$ cat src/design/sem3_pkg.sv
package sem3_pkg;

  localparam int unsigned MaxWidth  = 1024;
  localparam int unsigned MaxHeight = 1024;

  // Fixed field widths of the stream and configuration payloads.
  localparam int unsigned PixW      = 8;
  localparam int unsigned DimW      = 11;
  localparam int unsigned OutCoordW = 10;
  localparam int unsigned CfgIdxW   = 8;
  localparam int unsigned InDataW   = 8;
  localparam int unsigned OutDataW  = 32;

  // Counter and dimension widths that follow the frame limits.
  localparam int unsigned ColW  = $clog2(MaxWidth);
  localparam int unsigned RowW  = $clog2(MaxHeight);
  localparam int unsigned WDimW = $clog2(MaxWidth + 1);
  localparam int unsigned HDimW = $clog2(MaxHeight + 1);

  localparam int unsigned ResetWidth  = 640;
  localparam int unsigned ResetHeight = 480;

  localparam logic [CfgIdxW-1:0] RegImageWidth  = CfgIdxW'(0);
  localparam logic [CfgIdxW-1:0] RegImageHeight = CfgIdxW'(1);

  typedef logic [PixW-1:0] pixel_t;
  typedef logic [ColW-1:0] col_t;

  // Line store access for one pixel: read for the incoming pixel, write for
  // the pixel leaving the window stage.
  typedef struct packed {
    logic   rd_en;
    col_t   rd_addr;
    logic   wr_en;
    col_t   wr_addr;
    pixel_t wr_pix;
  } ls_req_t;

  function automatic int unsigned clamp_dim(logic [DimW-1:0] v, int unsigned maxv);
    int unsigned d;
    d = int'(v);
    if (d == 0) begin
      return 1;
    end
    if (d > maxv) begin
      return maxv;
    end
    return d;
  endfunction

endpackage

$ cat src/design/sem3_window.sv
module sem3_window
  import sem3_pkg::*;
(
  input  logic   clk,
  input  logic   rst_n,
  input  logic   shift_en,
  input  pixel_t col_top,
  input  pixel_t col_mid,
  input  pixel_t col_bot,
  output pixel_t magnitude
);

  localparam int unsigned GradW = PixW + 4;

  pixel_t win_r   [3][3];
  pixel_t win_nxt [3][3];

  logic signed [GradW-1:0] gx;
  logic signed [GradW-1:0] gy;
  logic [GradW-2:0]        abs_gx;
  logic [GradW-2:0]        abs_gy;
  logic [GradW-1:0]        sum;
  logic [GradW-2:0]        half;

  function automatic logic signed [GradW-1:0] sx(pixel_t p);
    return $signed({{(GradW-PixW){1'b0}}, p});
  endfunction

  // Window after this pixel: columns move left, new column on the right.
  always_comb begin
    for (int r = 0; r < 3; r++) begin
      win_nxt[r][0] = win_r[r][1];
      win_nxt[r][1] = win_r[r][2];
    end
    win_nxt[0][2] = col_top;
    win_nxt[1][2] = col_mid;
    win_nxt[2][2] = col_bot;
  end

  always_comb begin
    gx = (sx(win_nxt[0][2]) - sx(win_nxt[0][0]))
       + GradW'(2) * (sx(win_nxt[1][2]) - sx(win_nxt[1][0]))
       + (sx(win_nxt[2][2]) - sx(win_nxt[2][0]));
    gy = (sx(win_nxt[2][0]) - sx(win_nxt[0][0]))
       + GradW'(2) * (sx(win_nxt[2][1]) - sx(win_nxt[0][1]))
       + (sx(win_nxt[2][2]) - sx(win_nxt[0][2]));
    abs_gx = gx[GradW-1] ? (GradW-1)'(-gx) : gx[GradW-2:0];
    abs_gy = gy[GradW-1] ? (GradW-1)'(-gy) : gy[GradW-2:0];
    sum    = {1'b0, abs_gx} + {1'b0, abs_gy};
    half   = sum[GradW-1:1];
    magnitude = (half > (GradW-1)'(255)) ? 8'hFF : half[PixW-1:0];
  end

  always_ff @(posedge clk) begin
    if (!rst_n) begin
      for (int r = 0; r < 3; r++) begin
        for (int c = 0; c < 3; c++) begin
          win_r[r][c] <= '0;
        end
      end
    end else if (shift_en) begin
      win_r <= win_nxt;
    end
  end

endmodule

$ cat config.mk
export PLATFORM = sky130hd
export DESIGN_NAME = sem3_window
export DESIGN_NICKNAME = d
export VERILOG_FILES = /design/src/design/sem3_pkg.sv /design/src/design/sem3_window.sv
export SDC_FILE = /design/constraint.sdc
export NUM_CORES = 1
export LEC_CHECK = 0
export BUFFER_PORTS_ARGS = -buffer_cell sky130_fd_sc_hd__buf_2
export CORE_ASPECT_RATIO = 1.75
export CORE_MARGIN = 3
export CORE_UTILIZATION = 45
export DETAILED_ROUTE_END_ITERATION = 16
export PLACE_DENSITY = 0.65
export SLEW_MARGIN = 10
export SYNTH_ARGS = -nofsm -noshare
export SYNTH_HDL_FRONTEND = slang
export SYNTH_SLANG_ARGS = --single-unit
export TNS_END_PERCENT = 50
$ cat constraint.sdc
create_clock -name clk -period 8 [get_ports clk]
set_clock_uncertainty 0.05 [all_clocks]
set_input_delay 0.8 -clock clk [delete_from_list [all_inputs] [get_ports clk]]
set_output_delay 0.8 -clock clk [all_outputs]
set_load 0.01 [all_outputs]
Word-level counts from Yosys, hierarchy flattened

Cells that the tools add are included.

Register bits after elaboration: 48
Input port bits: 27
Output and inout port bits: 8
Logic and storage cells: 23

$add $sub $neg: 13
Muxes and demuxes: 3
$lt $le $gt $ge: 1

Operator list:

| kind                                                           | count |
|---|---|
| subtractor 8 x 8 -> 9 bit                                      | 6 |
| adder 11 x 9 -> 12 bit                                         | 2 |
| adder 9 x 10 -> 11 bit                                         | 2 |
| 2-to-1 mux 11 bit                                              | 2 |
| negation 11 bit                                                | 2 |
| adder 11 x 11 -> 12 bit                                        | 1 |
| greater-than comparator 11 x 8 -> 1 bit, second input constant | 1 |
| 2-to-1 mux 8 bit                                               | 1 |

Longest topological paths before layout

Word-level depth: 8
Gate-level depth with buffers: 29

Worst setup path after synthesis

OpenSTA, ideal clock, no wires.

Path kind: input to output
Start: input port col_bot[0]
End: output port magnitude[0]
Stages: 28
Setup slack: 1109 ps
Arrival: 6041 ps
Cells stage by stage: inv_1 -> ha_1 -> inv_1 -> fa_1 -> nand2_1 -> nand2_1 -> a21oi_1 -> o21bai_1 -> a21oi_1 -> o21bai_1 -> a21oi_1 -> fa_1 -> ha_1 -> clkbuf_1 -> o211a_1 -> o21a_1 -> o21ai_0 -> a31o_2 -> o21ai_0 -> ha_1 -> a31o_2 -> a31oi_1 -> nor2_1 -> o311ai_0 -> nand4_1 -> or3_1 -> clkbuf_1 -> or2_1

Cells in the longest elaborated chain, start to end: 7
Elaborated cells on any way between the ends: 11

Ends and longest elaborated chain:

| item                                                | line                                 | text |
|---|---|---|
| from (decl)                                         | sem3_window.sv:9                     | `input pixel_t col_bot,` |
| subtractor 8 x 8 -> 9 bit, on equally long branches | sem3_window.sv:43, sem3_window.sv:46 |  |
| adder 11 x 9 -> 12 bit, on equally long branches    | sem3_window.sv:43, sem3_window.sv:46 |  |
| negation 11 bit, on equally long branches           | sem3_window.sv:47, sem3_window.sv:48 |  |
| 2-to-1 mux 11 bit, on equally long branches         | sem3_window.sv:47, sem3_window.sv:48 |  |
| adder 11 x 11 -> 12 bit *                           | sem3_window.sv:49                    | `sum = {1'b0, abs_gx} + {1'b0, abs_gy};` |
| greater-than comparator 11 x 8 -> 1 bit             | sem3_window.sv:51                    | `magnitude = (half > (GradW-1)'(255)) ? 8'hFF : half[PixW-1:0];` |
| 2-to-1 mux 8 bit *                                  | sem3_window.sv:51                    |  |
| to (decl)                                           | sem3_window.sv:10                    | `output pixel_t magnitude` |

Mark *: on every way between the ends. The rest lies on a longest branch, timed or not.

Worst setup path after layout

Start: input port col_top[1]
End: output port magnitude[0]

Cells in the longest elaborated chain, start to end: 8
Elaborated cells on any way between the ends: 12

Ends and longest elaborated chain:

| item                                    | line              | text |
|---|---|---|
| from (decl)                             | sem3_window.sv:7  | `input pixel_t col_top,` |
| subtractor 8 x 8 -> 9 bit               | sem3_window.sv:41 | `gx = (sx(win_nxt[0][2]) - sx(win_nxt[0][0]))` |
| adder 9 x 10 -> 11 bit                  | sem3_window.sv:42 | `+ GradW'(2) * (sx(win_nxt[1][2]) - sx(win_nxt[1][0]))` |
| adder 11 x 9 -> 12 bit                  | sem3_window.sv:43 | `+ (sx(win_nxt[2][2]) - sx(win_nxt[2][0]));` |
| negation 11 bit                         | sem3_window.sv:47 | `abs_gx = gx[GradW-1] ? (GradW-1)'(-gx) : gx[GradW-2:0];` |
| 2-to-1 mux 11 bit                       | sem3_window.sv:47 |  |
| adder 11 x 11 -> 12 bit *               | sem3_window.sv:49 |  |
| greater-than comparator 11 x 8 -> 1 bit | sem3_window.sv:51 |  |
| 2-to-1 mux 8 bit *                      | sem3_window.sv:51 |  |

Marks and branches as above.

==> impl_results.md <==
* M1 WL at 4870 µm
* Max cap viols at 0
* Avg Inst Size Synth at 8.48 µm²
* Layout Cells excl Fill at 881
* Critical Path RT at 7.15 ns
* WHS Path Cells at 2
* H-tree levels at 2
* DR WL met2 at 6930 µm
* Gr ovfl total at 0
* Routability cong. at 0.873
* Clock Latency Late Sink at 0.28 ns
* Final period util at 95.3%
* Initial antenna violation count at 0
* Post-layout min period at 7.62 ns
* Syn Inst Count at 679
* Commonest cells post-synth: 97 x inv_1, 82 x ha_1, 62 x nor2b_1
* Relative slew slack at 47.1%
* FF+latch count, synth at 48
* Worst Hold End: win_nxt[68]
* Worst Setup End Kind: output pin
* Drt wl/cell at 13.9 µm
* Register area share after synthesis at 16.7%
* Core area at 0.0125 mm²
* TritonCTS Buffers at 5
* Clock Path Buffers at 2
* Crit Path Max Fanout at 8
* Placed cell count at 869
* Max Used Layer: met4
* CTS tree: built
* Reg2reg setup slack at 7.23 ns
* Top-count cell post-synth: inv_1
* R2R depth at 2
* Fin Hold WS at 0.467 ns
* Top post-synthesis cells by area: ha_1 18%, dfxtp_1 17%, fa_1 9.4%, mux2i_1 8.5%, nor2b_1 6.7%
* Pin count of the biggest net entering global routing at 49
* Residual DRC at 0
* Diodes inserted at 0
* Fmax at 131 MHz
* Setup TNS at 0 ns
* I/O pin cnt at 35
* Max FFs per register at 48
* Share of layout cells above drive strength 1 at 7.85%
* Final Net Count at 848
* Cell Area, Synth at 0.00576 mm²
* Gr usage total at 18.1%
* Setup violators final at 0
* P&R area growth vs syn at 9.72%
* Main synth FF type: dfxtp_1
* Number of global-route vias before repair at 4896
* Initial Utilization at 46.0%
* Synth top area share at 17.8%
* Antenna Nets Post-Route at 0
* First-pass GRT wire length at 21300 µm
* Leading area contributor after synthesis: ha_1
* Met3 Wirelength at 196 µm
* Critical hold path startpoint: win_nxt[68]
* Vias per cell at 5.17
* CTS Sinks at 48
* Post-synth EDFFs at 0
* Status: finished, final reports clean
* # hold bufs at CTS at 0
* Row cnt at 54
* 1st-pass router iterations at 4
* Post-Syn Nets at 815
* Port bufs at 34
* Detail Placement HPWL at 10500 µm
* Setup CP Type: in -> out
* Final wirelength at 12300 µm
* Max-slew violations at 0
* Clock slew at reported path FFs at 0.06 ns
* Die H at 156 µm
* Synth async-reset ratio at 0%
* Reg2reg end: win_nxt[17]
* Yosys cell types at 45
* Least-Margin Pin Slew at 0.793 ns
* Final count of hold timing violations at 0
* Crit start category: primary input
* Worst min path class: reg -> reg
* Horiz. Die Dim at 91.5 µm
* Crit Reg-Reg Startpoint: win_nxt[17]
* 1st-iter DRT viols at 114
* Synth warn at 0
* CP arrival at 6.77 ns
* Clk Tree Root Cell: clkbuf_16
* Vias at 4553
* Total die area at 0.0142 mm²
==> worst max path at each step <==
stage / slack [ns] / startpoint / cells past startpoint / endpoint
floorplan: 1.11 / col_bot[0] / 28 / magnitude[0]
global placement: 0.33 / col_top[1] / 27 / magnitude[0]
detailed placement: 0.15 / col_top[1] / 27 / magnitude[0]
CTS: 0.13 / col_top[1] / 27 / magnitude[0]
global route: -0.004 / col_bot[0] / 29 / magnitude[0]
finish: 0.38 / col_top[1] / 27 / magnitude[0]
==> through the flow <==
step                      utilization [%]  setup WS [ns]  instance area (µm²)
final                                50.5          0.380                 6310
after global routing                 50.5       -0.00382                 6310
after CTS                            50.2          0.133                 6280
after detailed placement             48.7          0.148                 6090
after global placement               48.7          0.325                 6090
after floorplan                         -           1.11                 5760
==> cell families after synthesis <==
group                      Yosys count  share of synthesized area (%)
DFF                                 48                           16.7
buffers and inverters              110                           7.20
adders and majority gates          109                           27.2
AOI/OAI and AO/OA                  127                           14.5
and+or+nand+nor                    169                           15.6
xor gates and xnor gates            66                           10.0
muxes                               50                           8.72
==> what timing repair did <==
action,4_1_cts,5_1_grt
endpoints found under the setup margin,0,8
setup buffers,0,4
gates resized for setup,0,3
==> cells in the final DEF (no fill, tap or decap), types with 25 or more instances in the layout <==
cell     count
a21oi_1     33
buf_2       34
dfxtp_1     48
fa_1        27
ha_1        82
inv_1       97
mux2i_1     49
nand2_1     25
nor2_1      35
nor2b_1     62
xnor2_1     43
==> area by class of cell <==
| type | count | area (µm²) |
|---|---|---|
| Fill cell | 1206 | 6180 |
| Multi-Input combinational cell | 521 | 4390 |
| Sequential cell | 48 | 961 |
| Inverter | 97 | 364 |
| Tap cell | 168 | 210 |
| Timing Repair Buffer | 39 | 208 |
| Clock buffer | 7 | 153 |
| Clock inverter | 1 | 30.0 |
==> per-layer routing <==
metal	vias up	track usage [%]
met4	0	6.26
met1	2158	19.0
met5	-	0
met3	17	1.30
met2	46	36.6
li1	2332	-
==> worst max-delay path, stage by stage <==
cell,delay (ns)
buf_2,0.14
inv_1,0.09
ha_1,0.29
nor2b_1,0.12
o21ai_0,0.27
a21boi_0,0.20
o21a_1,0.20
nor2_1,0.20
xor2_1,0.12
fa_1,0.51
inv_1,0.05
ha_1,0.35
o21ai_0,0.11
o21bai_1,0.20
a21oi_1,0.14
a21o_1,0.24
a31oi_4,0.26
mux2_2,0.41
ha_1,0.28
a31o_2,0.25
a31oi_1,0.19
nor2_1,0.10
o311ai_0,0.33
nand4_1,0.14
or3_1,0.43
or2_1,0.24
buf_2,0.13
Power is not shown: default switching activity piles up to over one toggle a cycle in this logic, so the estimate is an artifact.
